### src/rtl/rbr_pkg.sv
// Package for the row bit-blit raster op block: row constants, op codes,
// config register indexes and the item structs.
// No dependencies; used by the interfaces, the datapath core and the top level.
`default_nettype none

package rbr_pkg;

  // Row geometry
  localparam int unsigned RowBits  = 4096;
  localparam int unsigned WordBits = 32;
  localparam int unsigned IdxW     = 7;
  localparam int unsigned LenW     = 13;
  localparam int unsigned ShiftW   = 14;
  localparam int unsigned RopW     = 3;
  localparam int unsigned PosW     = 16;  // signed source position width

  // Config port
  localparam int unsigned CfgIdxW  = 2;
  localparam int unsigned CfgDataW = ShiftW;

  localparam logic [CfgIdxW-1:0] CfgRop       = 2'd0;
  localparam logic [CfgIdxW-1:0] CfgShiftBits = 2'd1;
  localparam logic [CfgIdxW-1:0] CfgDestBits  = 2'd2;
  localparam logic [CfgIdxW-1:0] CfgSrcBits   = 2'd3;

  // Raster op codes; codes 6 and 7 write nothing
  typedef enum logic [RopW-1:0] {
    RopSet    = 3'd0,
    RopSetNot = 3'd1,
    RopAnd    = 3'd2,
    RopOr     = 3'd3,
    RopAndNot = 3'd4,
    RopOrNot  = 3'd5
  } rop_e;

  typedef struct packed {
    logic [WordBits-1:0] dest_word;
    logic [IdxW-1:0]     word_index;
    logic [WordBits-1:0] src_upper;
    logic [WordBits-1:0] src_lower;
  } in_item_t;

  typedef struct packed {
    logic [RopW-1:0]          rop;
    logic signed [ShiftW-1:0] shift_bits;
    logic [LenW-1:0]          dest_bits;
    logic [LenW-1:0]          src_bits;
  } cfg_t;

  typedef struct packed {
    logic [WordBits-1:0] result_word;
    logic [WordBits-1:0] written_bits;
  } res_t;

endpackage

`default_nettype wire

### src/rtl/rbr_if.sv
// Stream interfaces for the row bit-blit raster op block: input word channel
// and result channel, each with valid/ready. Depends on rbr_pkg.
`default_nettype none

interface rbr_in_if;
  import rbr_pkg::*;

  logic                valid;
  logic                ready;
  logic [WordBits-1:0] dest_word;
  logic [IdxW-1:0]     word_index;
  logic [WordBits-1:0] src_upper;
  logic [WordBits-1:0] src_lower;

  modport source (output valid, dest_word, word_index, src_upper, src_lower, input ready);
  modport sink   (input valid, dest_word, word_index, src_upper, src_lower, output ready);
endinterface

interface rbr_out_if;
  import rbr_pkg::*;

  logic                valid;
  logic                ready;
  logic [WordBits-1:0] result_word;
  logic [WordBits-1:0] written_bits;

  modport source (output valid, result_word, written_bits, input ready);
  modport sink   (input valid, result_word, written_bits, output ready);
endinterface

`default_nettype wire

### src/rtl/row_bitblt_raster_op_top.sv
// Top level of the row bit-blit raster op block: config registers, input
// register, datapath core and result register. Depends on rbr_pkg, rbr_if, rbr_core.
//
//   channel   direction  transaction                      payload
//   in_i      sink       one destination word + sources   dest_word, word_index,
//                                                         src_upper, src_lower
//   out_o     source     one merged word                  result_word, written_bits
//   cfg_*     input      register write, no handshake     cfg_idx_i, cfg_wdata_i
//
// One transaction per clock sustained while out_o is not stalled; an accepted
// transaction passes the input register, then the result register, before
// out_o.valid rises and the result can be taken.
// The rate is set by the combinational core between the two registers.
// in_i.ready drops only when both registers are full and out_o is stalled.
// Reset clears valid flags and config registers to zero.
`default_nettype none

module row_bitblt_raster_op_top (
  input  wire logic                         clk_i,
  input  wire logic                         rst_ni,
  rbr_in_if.sink                            in_i,
  rbr_out_if.source                         out_o,
  input  wire logic                         cfg_we_i,
  input  wire logic [rbr_pkg::CfgIdxW-1:0]  cfg_idx_i,
  input  wire logic [rbr_pkg::CfgDataW-1:0] cfg_wdata_i
);
  import rbr_pkg::*;

  cfg_t     cfg_q;
  in_item_t item_q;
  logic     item_valid_q;
  res_t     res_d;
  res_t     res_q;
  logic     res_valid_q;
  logic     res_load;
  logic     item_load;

  // Config registers
  always_ff @(posedge clk_i or negedge rst_ni) begin
    if (!rst_ni) begin
      cfg_q <= '0;
    end else if (cfg_we_i) begin
      case (cfg_idx_i)
        CfgRop:       cfg_q.rop        <= cfg_wdata_i[RopW-1:0];
        CfgShiftBits: cfg_q.shift_bits <= $signed(cfg_wdata_i[ShiftW-1:0]);
        CfgDestBits:  cfg_q.dest_bits  <= cfg_wdata_i[LenW-1:0];
        CfgSrcBits:   cfg_q.src_bits   <= cfg_wdata_i[LenW-1:0];
        default: ;
      endcase
    end
  end

  // Handshake: result stage takes the input stage whenever it is free or drains
  assign res_load  = !res_valid_q || out_o.ready;
  assign in_i.ready = !item_valid_q || res_load;
  assign item_load = in_i.valid && in_i.ready;

  // Input register
  always_ff @(posedge clk_i or negedge rst_ni) begin
    if (!rst_ni) begin
      item_valid_q <= 1'b0;
    end else if (in_i.ready) begin
      item_valid_q <= in_i.valid;
    end
  end

  always_ff @(posedge clk_i) begin
    if (item_load) begin
      item_q.dest_word  <= in_i.dest_word;
      item_q.word_index <= in_i.word_index;
      item_q.src_upper  <= in_i.src_upper;
      item_q.src_lower  <= in_i.src_lower;
    end
  end

  rbr_core u_core (
    .item_i (item_q),
    .cfg_i  (cfg_q),
    .res_o  (res_d)
  );

  // Result register
  always_ff @(posedge clk_i or negedge rst_ni) begin
    if (!rst_ni) begin
      res_valid_q <= 1'b0;
    end else if (res_load) begin
      res_valid_q <= item_valid_q;
    end
  end

  always_ff @(posedge clk_i) begin
    if (res_load && item_valid_q) begin
      res_q <= res_d;
    end
  end

  assign out_o.valid        = res_valid_q;
  assign out_o.result_word  = res_q.result_word;
  assign out_o.written_bits = res_q.written_bits;

endmodule

`default_nettype wire

### src/rtl/rbr_core.sv
// Combinational datapath of the row bit-blit: funnel shift of the source,
// per-bit range mask and raster op merge. Depends on rbr_pkg.
`default_nettype none

module rbr_core (
  input  rbr_pkg::in_item_t item_i,
  input  rbr_pkg::cfg_t     cfg_i,
  output rbr_pkg::res_t     res_o
);
  import rbr_pkg::*;

  logic [IdxW+4:0]          base;      // first row position of this word
  logic signed [PosW-1:0]   src_pos0;  // source position of bit 31
  logic [4:0]               off;
  logic [2*WordBits-1:0]    funnel;
  logic [WordBits-1:0]      src;
  logic [LenW-1:0]          dlen;
  logic [LenW-1:0]          slen;
  logic [WordBits-1:0]      wmask;
  logic [WordBits-1:0]      comb;
  logic [WordBits-1:0]      wmask_final;
  logic [IdxW+5:0]          dpos  [WordBits];
  logic signed [PosW-1:0]   spos  [WordBits];

  // Source alignment
  assign base     = {item_i.word_index, 5'b0};
  assign src_pos0 = $signed(PosW'(base)) -
                    $signed({{(PosW-ShiftW){cfg_i.shift_bits[ShiftW-1]}}, cfg_i.shift_bits});
  assign off      = src_pos0[4:0];
  assign funnel   = {item_i.src_upper, item_i.src_lower} << off;
  assign src      = funnel[2*WordBits-1:WordBits];

  // Lengths clamp at the row size
  assign dlen = (cfg_i.dest_bits > LenW'(RowBits)) ? LenW'(RowBits) : cfg_i.dest_bits;
  assign slen = (cfg_i.src_bits  > LenW'(RowBits)) ? LenW'(RowBits) : cfg_i.src_bits;

  // Per-bit write mask, bit 31 is the lowest row position
  always_comb begin
    for (int i = 0; i < WordBits; i++) begin
      dpos[i] = {1'b0, base} + (IdxW+6)'(i);
      spos[i] = src_pos0 + PosW'(i);
      wmask[WordBits-1-i] = (dpos[i] < (IdxW+6)'(dlen)) && !spos[i][PosW-1] &&
                            (spos[i] < $signed(PosW'(slen)));
    end
  end

  // Raster op; unused codes write nothing
  always_comb begin
    wmask_final = wmask;
    case (rop_e'(cfg_i.rop))
      RopSet:    comb = src;
      RopSetNot: comb = ~src;
      RopAnd:    comb = item_i.dest_word & src;
      RopOr:     comb = item_i.dest_word | src;
      RopAndNot: comb = item_i.dest_word & ~src;
      RopOrNot:  comb = item_i.dest_word | ~src;
      default: begin
        comb        = item_i.dest_word;
        wmask_final = '0;
      end
    endcase
  end

  assign res_o.result_word  = (comb & wmask_final) | (item_i.dest_word & ~wmask_final);
  assign res_o.written_bits = wmask_final;

endmodule

`default_nettype wire

### src/flat_wrapper.sv
// flat-port wrapper written by rule: the top's interface ports become plain ports
module row_bitblt_raster_op_top_flat import rbr_pkg::*;
  (clk_i, rst_ni, cfg_we_i, cfg_idx_i, cfg_wdata_i, in_i_valid, in_i_dest_word, in_i_word_index, in_i_src_upper, in_i_src_lower, in_i_ready, out_o_valid, out_o_result_word, out_o_written_bits, out_o_ready);
  rbr_in_if in_i_i ();
  rbr_out_if out_o_i ();
  input  wire logic clk_i;
  input  wire logic rst_ni;
  input  wire logic cfg_we_i;
  input  wire logic [rbr_pkg::CfgIdxW-1:0] cfg_idx_i;
  input  wire logic [rbr_pkg::CfgDataW-1:0] cfg_wdata_i;
  input wire logic [$bits(in_i_i.valid)-1:0] in_i_valid;
  input wire logic [$bits(in_i_i.dest_word)-1:0] in_i_dest_word;
  input wire logic [$bits(in_i_i.word_index)-1:0] in_i_word_index;
  input wire logic [$bits(in_i_i.src_upper)-1:0] in_i_src_upper;
  input wire logic [$bits(in_i_i.src_lower)-1:0] in_i_src_lower;
  output wire logic [$bits(in_i_i.ready)-1:0] in_i_ready;
  output wire logic [$bits(out_o_i.valid)-1:0] out_o_valid;
  output wire logic [$bits(out_o_i.result_word)-1:0] out_o_result_word;
  output wire logic [$bits(out_o_i.written_bits)-1:0] out_o_written_bits;
  input wire logic [$bits(out_o_i.ready)-1:0] out_o_ready;
  assign in_i_i.valid = in_i_valid;
  assign in_i_i.dest_word = in_i_dest_word;
  assign in_i_i.word_index = in_i_word_index;
  assign in_i_i.src_upper = in_i_src_upper;
  assign in_i_i.src_lower = in_i_src_lower;
  assign in_i_ready = in_i_i.ready;
  assign out_o_valid = out_o_i.valid;
  assign out_o_result_word = out_o_i.result_word;
  assign out_o_written_bits = out_o_i.written_bits;
  assign out_o_i.ready = out_o_ready;
  row_bitblt_raster_op_top u_core (.clk_i(clk_i), .rst_ni(rst_ni), .in_i(in_i_i), .out_o(out_o_i), .cfg_we_i(cfg_we_i), .cfg_idx_i(cfg_idx_i), .cfg_wdata_i(cfg_wdata_i));
endmodule
### config.mk
export PLATFORM = sky130hd
export DESIGN_NAME = row_bitblt_raster_op_top_flat
export DESIGN_NICKNAME = d
export VERILOG_FILES = /design/src/rtl/rbr_pkg.sv /design/src/rtl/rbr_if.sv /design/src/rtl/row_bitblt_raster_op_top.sv /design/src/rtl/rbr_core.sv /design/src/flat_wrapper.sv
export SDC_FILE = /design/constraint.sdc
export NUM_CORES = 1
export LEC_CHECK = 0
export ABC_CLOCK_PERIOD_IN_PS = 6300
export BUFFER_PORTS_ARGS = -buffer_cell sky130_fd_sc_hd__buf_2
export CORE_AREA = 2 2 271 273
export CTS_CLUSTER_SIZE = 24
export DETAILED_ROUTE_END_ITERATION = 7
export DIE_AREA = 0 0 273 275
export PLACE_DENSITY_LB_ADDON = 0.3
export REMOVE_ABC_BUFFERS = 1
export SYNTH_ARGS = -nofsm -noshare
export SYNTH_HDL_FRONTEND = slang
export SYNTH_SLANG_ARGS = --single-unit
### constraint.sdc
create_clock -name clk_i -period 6.3 [get_ports clk_i]
set_input_delay 0.315 -clock clk_i [delete_from_list [all_inputs] [get_ports clk_i]]
set_output_delay 0.315 -clock clk_i [all_outputs]
set_load 0.005 [all_outputs]
Yosys cells after proc, flatten, opt, wreduce, memory -nomap -nowiden
Index checks and enable logic that the tools add are counted.
{"block": "totals", "register_bits": 212, "elab_cells": 272}
{"block": "op_classes", "addsub": 63, "order_cmp": 66, "eq_ne": 8, "shifts": 1, "muxes": 4, "n_bitwise": 9, "n_reduce_logical": 109}
{"op": "$lt 16x14->1", "n": 32}
{"op": "$lt 13x13->1", "n": 31}
{"op": "$add 16x6->16 const B", "n": 16}
{"op": "$add 12x5->13 const B", "n": 16}
{"op": "$pmux 32 s6", "n": 1}
{"op": "$add 16x5->16 const B", "n": 8}
{"op": "$and 32x32->32", "n": 4}
{"op": "$add 12x4->13 const B", "n": 8}
{"op": "$or 32x32->32", "n": 3}
{"op": "$logic_and 1x1->1", "n": 66}
{"op": "$add 16x4->16 const B", "n": 4}
{"op": "$not 32->32", "n": 2}
{"op": "$shl 64x5->64", "n": 1}
{"op": "$add 12x3->13 const B", "n": 4}
{"op": "$logic_not 1->1", "n": 34}
{"op": "$add 16x3->16 const B", "n": 2}
{"op": "$mux 32", "n": 1}
{"op": "$add 12x2->13 const B", "n": 2}
{"op": "$gt 13x13->1 const B", "n": 2}
{"op": "$mux 13", "n": 2}
{"op": "$add 16x2->16 const B", "n": 1}
{"op": "$sub 13x14->15", "n": 1}
{"op": "$add 12x1->13 const B", "n": 1}
{"op": "$lt 12x13->1", "n": 1}
{"op": "10 further kinds", "n": 17}

Longest topological paths before layout
Gate-level depths: netlist of run 1.
{"block": "depth", "word_depth": 9, "depth_mapped": 30}

Hierarchy
Synthesis of run 1 repeated with hierarchy kept, for this count alone.
{"block": "unflattened", "hier_cells": 2675, "hier_area_um2": 24352.1}
{"module": "rbr_core", "instances": 1, "cells_per_inst": 2407, "area_per_inst_um2": 17551.8, "seq_area_each_um2": 0.0}
{"module": "row_bitblt_raster_op_top", "instances": 1, "cells_per_inst": 268, "area_per_inst_um2": 6800.3, "seq_area_each_um2": 6140.9}

Least setup slack after synthesis of run 1
OpenSTA, ideal clock, no wires.
{"block": "synth_path", "path_type": "register -> register", "start": "reg u_core.cfg_q[26] (netlist name)", "end": "reg u_core.res_q, in the netlist u_core.out_o.result_word[6], data pin", "setup_time_ns": 0.256, "t_arrival_ns": 6.511, "t_required_ns": 6.044, "path_slack_ns": -0.468, "path_stages_with_launch": 28, "path_buffers": 9, "synth_period_minus_slack_ns": 6.768, "path_cell_list": "dfrtp_1 buf_2 buf_4 buf_2 clkbuf_1 inv_1 ha_1 buf_2 nor3b_1 xnor2_1 clkinv_1 buf_2 clkbuf_1 buf_1 ha_1 clkbuf_1 a21boi_1 nor2_1 xor2_1 ha_1 and4_1 a221o_1 a31oi_1 o21ai_0 a2111o_1 nor4_4 o221ai_1 a22o_1"}
{"element": "start, declared", "line": "row_bitblt_raster_op_top.sv:29", "source": "cfg_t cfg_q;"}
{"element": "end signal, assigned", "line": "row_bitblt_raster_op_top.sv:93", "source": "res_q <= res_d;"}
{"element": "end, declared", "line": "row_bitblt_raster_op_top.sv:33", "source": "res_t res_q;"}

==> impl_metrics.yaml, run 1 <==
layout:
  areaGrowthSynthToFinish_pct: 16.48
  nets: 3453
  multi_input_area_sq_um: 17970
  utilization_pct: 40.24
  final_cells: 3953
  ff_latch_area_sq_um: 6116
  drive_above_1_share_pct: 17.84
  num-fill-cells: 7251
floorplan:
  pin_count: 190
  initial_core_util_pct: 34.55
  core_sq_um: 72340
  die_x_um: 273
  fp-row-count: 99
  dieArea_sq_um: 75080
  fp.dieH_um: 275
pwr:
  p_leak_uw: 0.01183
  power_density_nw_per_um2: 437.1
  ir_drop_uv: 242.2
worst_setup_path:
  worstReg2RegEnd: "u_core.out_o.result_word[13]"
  startpoint_type: "flop"
  arrival_ns: 6.32
  reg2reg_from: "u_core.item_q[65]"
  criticalPathCategory: "reg2reg"
  reg2reg_depth: 17
  worstSetupEndpointType: "flop"
  rrSetupSlack_ns: 0.28
  path_max_fanout: 15
  cp.required_ns: 6.59
clock_tree:
  h-tree-depth: 1
  clockBufferDepth: 3
  clkSlewWorstSetupHoldPaths_ns: 0.06
  cts-root-buf: "clkbuf_16"
  clk-insertion-delay-late_ns: 0.55
  cts_made_buffers: 24
  cts_tree: "yes"
  cts_setup_buffers: 0
  clock_sinks: 211
detailed_routing:
  drc: 0
  vias_per_cell: 5.890
  wirelength_um: 100100
  first_iter_violations: 2400
  dr.pass1.iters: 6
  vias: 23280
  ant_nets: 0
  routedWlPerCell_um: 25.33
yosys:
  synthCells: 2719
  async_reset_ff_share_pct: 21.33
  synth_area_leaders: "edfxtp_1, ha_1, xnor2_1, mux4_2, dfrtp_1"
  synth_top_cell_area_share_pct: 19.94
  synth_area_per_cell_sq_um: 9.192
  synthTopCellsByCount: "ha_1, nor2_1, nand2_1"
  ys_seq_area_share_pct: 24.45
  synth_cell_types: 97
  ys_seq_elements: 211
  synthFlopType: "edfxtp_1"
  synth_most_common_cell: "ha_1"
  synth_area_sq_um: 24990
  yosysTopAreaCell: "edfxtp_1"
  yosysWarnings: 0
  synth_edf_count: 166
timing:
  whs_ns: 0.03114
  finalSetupViolCount: 0
  finalHoldViolCount: 0
  fin_skew_ns: 0.02747
  slew_violations: 0
  period_share_pct: 95.61
  max-slew-margin-rel_pct: 22.91
  worst_slew_pin_slew_ns: 1.152
  period_minus_slack_ns: 6.023
  rsz0062_at_grt: "no"
  fmax_ghz: 0.1660
place:
  io_buffers: 188
  place_congestion: 0.9970
  dpl.cell_count: 3805
  dpl.hpwl_um: 71570
min_path:
  holdPathStages: 2
  min_path_type: "in2reg"
  min-delay-start: "cfg_wdata_i[5]"
  hold_end: "u_core.cfg_q[31]"
grt:
  first_global_vias: 22510
  grt_max_degree: 74
  track_usage_pct: 26.11
  antenna_found_initial: 0
  grt_pass1_wl_um: 147200
  overflow: 0
outcome:
  status: "complete, no violations"
flow_run:
  max_cap_viol_count: 0
power by group:
group	leakage [uW]	internal, uW	switching, uW
combinational	0.00932	3620	5900
clock	0.000379	773	599
sequential	0.00214	1710	120
total	0.0118	6100	6620
per-layer routing:
metal	share of wire [%]	vias up	track usage [%]
li1	-	10650	-
met1	40	11170	32.53
met2	45	1139	42.87
met3	8.0	325	3.902
met4	6.8	0	15.57
met5	0	-	0
registers in the layout, indices dropped and copies added (netlist names):
register,cells
u_core.out_o.valid,1
u_core.cfg_q,43
u_core.item_q,102
u_core.out_o.result_word,32
u_core.item_valid_q,1
u_core.out_o.written_bits,32
stage by stage:
step                instance area (sq um)  power [uW]  TNS [ns]  worst slack (ns)
floorplan                           24270        8089   -272.77            -5.679
global placement                    27300       10970         0            0.5682
detailed placement                  27300       11040         0            0.5225
CTS                                 29110       12510         0            0.4783
global route                        29110       13620         0           0.02928
finish                              29110       12720         0            0.2768
repair_timing:
action,in CTS,in global routing
endpoints found under the hold margin,149,0
resized for setup,0,0
endpoints found under the setup margin,0,0
hold buffers,105,0
worst max-delay path, cell delays in order (launching register included):
cell	delay [ns]
edfxtp_1	0.41
ha_1	0.46
a21o_1	0.29
a221oi_4	0.46
xor2_2	0.25
inv_2	0.51
nand2_1	0.59
nor2_1	0.23
buf_4	0.27
nand2_1	0.09
xnor2_1	0.14
ha_1	0.32
a221o_1	0.33
nor3_1	0.14
o211ai_1	0.14
nor4_2	0.66
o221ai_1	0.24
a22o_1	0.22
cell families (layout without fill, tap and decap cells):
logic type,after synthesis,count (layout),synth area share (%)
simple gates,842,842,17.16
compound gates,605,605,15.99
fa+ha+maj,352,352,17.62
xor+xnor,279,279,9.837
buf+inv,243,517,4.060
flops,211,211,24.45
mux,187,187,10.88
other cells,0,1,0
worst max-delay path by stage:
stage	start	endpoint	slack [ns]
floorplan	u_core.cfg_q[26]	u_core.out_o.result_word[6]	-5.68
global placement	u_core.item_q[65]	u_core.out_o.result_word[13]	0.57
detailed placement	u_core.item_q[65]	u_core.out_o.result_word[13]	0.52
CTS	u_core.item_q[65]	u_core.out_o.result_word[13]	0.48
global route	u_core.item_q[65]	u_core.out_o.result_word[22]	0.03
finish	u_core.item_q[65]	u_core.out_o.result_word[13]	0.28
cells in the final DEF, fill, tap and decap left out, drive strengths merged, types with 33 or more instances in the layout:
cell type / n
ha: 352
buf: 293
nor2: 253
nand2: 213
xnor2: 200
a21oi: 172
edfxtp: 166
dlygate4sd3: 105
o21ai: 95
xor2: 79
mux2: 77
inv: 77
a21o: 70
nand3: 67
nor2b: 64
mux4: 60
mux2i: 50
nand4: 45
dfrtp: 45
nor3: 45
a31oi: 43
o31ai: 35
nor4: 33
final cells by class:
class	instances	area share, %
clock inverter	10	0.2063
sequential	211	21.01
clock buffer	32	2.381
timing repair buffer	398	9.550
multi-input combinational	2265	61.73
tap	959	4.122
inverter	77	0.9928
antenna	1	0.008596
Power figures use the tool's default switching activity.
==> inputs of run 2 (changes only) <==
--- a/config.mk
+++ b/config.mk
@@ -5,7 +5,7 @@
 export SDC_FILE = /design/constraint.sdc
 export NUM_CORES = 1
 export LEC_CHECK = 0
-export ABC_CLOCK_PERIOD_IN_PS = 6300
+export ABC_CLOCK_PERIOD_IN_PS = 7700
 export BUFFER_PORTS_ARGS = -buffer_cell sky130_fd_sc_hd__buf_2
 export CORE_AREA = 2 2 271 273
 export CTS_CLUSTER_SIZE = 24
@@ -13,6 +13,8 @@
 export DIE_AREA = 0 0 273 275
 export PLACE_DENSITY_LB_ADDON = 0.3
 export REMOVE_ABC_BUFFERS = 1
+export SETUP_SLACK_MARGIN = 0.3
+export SLEW_MARGIN = 20
 export SYNTH_ARGS = -nofsm -noshare
 export SYNTH_HDL_FRONTEND = slang
 export SYNTH_SLANG_ARGS = --single-unit
==> constraint.sdc (replaced) <==
create_clock -name clk_i -period 7.7 [get_ports clk_i]
set_input_delay 0.385 -clock clk_i [delete_from_list [all_inputs] [get_ports clk_i]]
set_output_delay 0.385 -clock clk_i [all_outputs]
set_load 0.005 [all_outputs]
==> run 2 against run 1 <==
Compared with the run above: via count is 2.4% lower; worst setup slack better by 0.94 ns; highest routed layer unchanged; first-iteration DRC count is 4.2% lower; critical endpoint is now u_core.out_o.result_word[6].
==> impl_metrics.yaml, run 2 (synthesized netlist as in run 1, its figures left out) <==
outcome:
  status: "complete, no violations"
worst_setup_path:
  arrival_ns: 6.76
  path_max_fanout: 12
  rrSetupSlack_ns: 1.22
  cp.required_ns: 7.98
  criticalPathCategory: "reg2reg"
  worstSetupEndpointType: "flop"
  startpoint_type: "flop"
detailed_routing:
  drc: 0
  ant_nets: 0
  wirelength_um: 97340
  vias_per_cell: 5.906
  first_iter_violations: 2300
  routedWlPerCell_um: 25.29
  vias: 22730
  dr.pass1.iters: 6
timing:
  slew_violations: 0
  max-slew-margin-rel_pct: 12.89
  fin_ws_ns: 1.216
  finalSetupViolCount: 0
  period_minus_slack_ns: 6.484
  fin_skew_ns: 0.03459
  whs_ns: 0.01406
  period_share_pct: 84.20
  rsz0062_at_grt: "no"
  worst_slew_pin_slew_ns: 1.302
  finalHoldViolCount: 0
  fmax_ghz: 0.1542
clock_tree:
  clock_sinks: 211
  cts-root-buf: "clkbuf_16"
  clk-insertion-delay-late_ns: 0.55
  clockBufferDepth: 3
  h-tree-depth: 1
  cts_setup_buffers: 0
  cts_made_buffers: 23
  clkSlewWorstSetupHoldPaths_ns: 0.07
  cts_tree: "yes"
grt:
  track_usage_pct: 25.38
  grt_pass1_wl_um: 143000
  first_global_vias: 21830
  overflow: 0
  antenna_found_initial: 0
  grt_max_degree: 71
floorplan:
  initial_core_util_pct: 34.55
  core_sq_um: 72340
  die_x_um: 273
  dieArea_sq_um: 75080
  pin_count: 190
  fp.dieH_um: 275
  fp-row-count: 99
flow_run:
  max_cap_viol_count: 0
layout:
  areaGrowthSynthToFinish_pct: 12.51
  nets: 3348
  reg_top3: "u_core.item_q x102, u_core.cfg_q x43"
  final_common_cell: "ha_1"
  layout_common_cells: "ha_1, nor2_1, nand2_1"
  num-fill-cells: 7359
  final_area_sq_um: 28120
  utilization_pct: 38.87
  largest_reg_flops: 102
  regMostFlops: "u_core.item_q"
  drive_above_1_share_pct: 17.41
min_path:
  min_path_type: "in2reg"
place:
  dpl.hpwl_um: 68520
  placed_area_sq_um: 27080
  place_ws_ns: 1.467
  io_buffers: 188
  place_congestion: 0.9671
pwr:
  p_leak_uw: 0.01136
  ir_drop_uv: 229.7
  power_density_nw_per_um2: 364.1
-- run 2: cell types whose count changed in the layout (fill, tap and decap cells not counted), sizes merged --
cell         before  now
dlygate4sd3     105   31
clkinvlp          0    1
clkbuf           32   34
clkinv           10    7
buf             293  263
-- run 2: final cells by class --
cell class                 instances  area, sq um  area share [%]
multi-input combinational       2265        17970           63.90
sequential                       211         6116           21.75
inverter                          77        289.0           1.028
clock inverter                     8        47.55          0.1691
clock buffer                      34        668.1           2.376
timing repair buffer             294         1827           6.496
tap                              959         1200           4.267
antenna                            1        2.502        0.008899
-- run 2: metal layers --
metal | vias to the layer above | global-route usage, % | routed length, um
met3 | 366 | 4.931 | 8854
met1 | 10730 | 31.02 | 37850
li1 | 10420 | - | -
met2 | 1222 | 40.94 | 43270
met4 | 0 | 16.44 | 7357
met5 | - | 0 | 0
-- run 2: per-stage QoR --
step | power (uW) | instances | setup TNS, ns
after floorplan | 6618 | 2553 | -183.45
after global placement | 8888 | 3775 | 0
after detailed placement | 8948 | 3775 | 0
after CTS | 10070 | 3847 | 0
after global routing | 10970 | 3848 | 0
final | 10240 | 3849 | 0
-- run 2: worst max-delay path: stages (launching register included) --
cell and delay, ns:
dfrtp_1 0.45, inv_1 0.09, ha_2 0.28, nor3b_1 0.20
xnor2_2 0.78, inv_2 0.33, ha_1 0.52, a21boi_1 0.61
nor2_1 0.11, xor2_1 0.17, ha_1 0.29, and4_1 0.22
a221o_1 0.34, a31oi_1 0.16, o21ai_0 0.10, a2111o_1 0.46
nor4_4 0.63, o221ai_1 0.25, a22o_1 0.22
-- run 2: worst paths after layout --
kind / from / to / cells past startpoint
min: in_i_dest_word[0] / u_core.item_q[71] / 1
min in group asynchronous: rst_ni / u_core.cfg_q[2] / 3
min reg2reg: u_core.item_valid_q / u_core.out_o.valid / 1
max in group asynchronous: rst_ni / u_core.cfg_q[26] / 3
max: u_core.cfg_q[27] / u_core.out_o.result_word[6] / 18
max reg2reg: u_core.cfg_q[27] / u_core.out_o.result_word[6] / 18
-- run 2: what timing repair did --
| item | 4_1_cts | 5_1_grt |
|---|---|---|
| endpoints found under the hold margin | 74 | 1 |
| hold buffers | 30 | 1 |
| resized for setup | 0 | 0 |
-- run 2: report_power, final --
part           switching (uW)  internal [uW]
combinational            4780           2890
sequential                101           1400
clock                     467            603
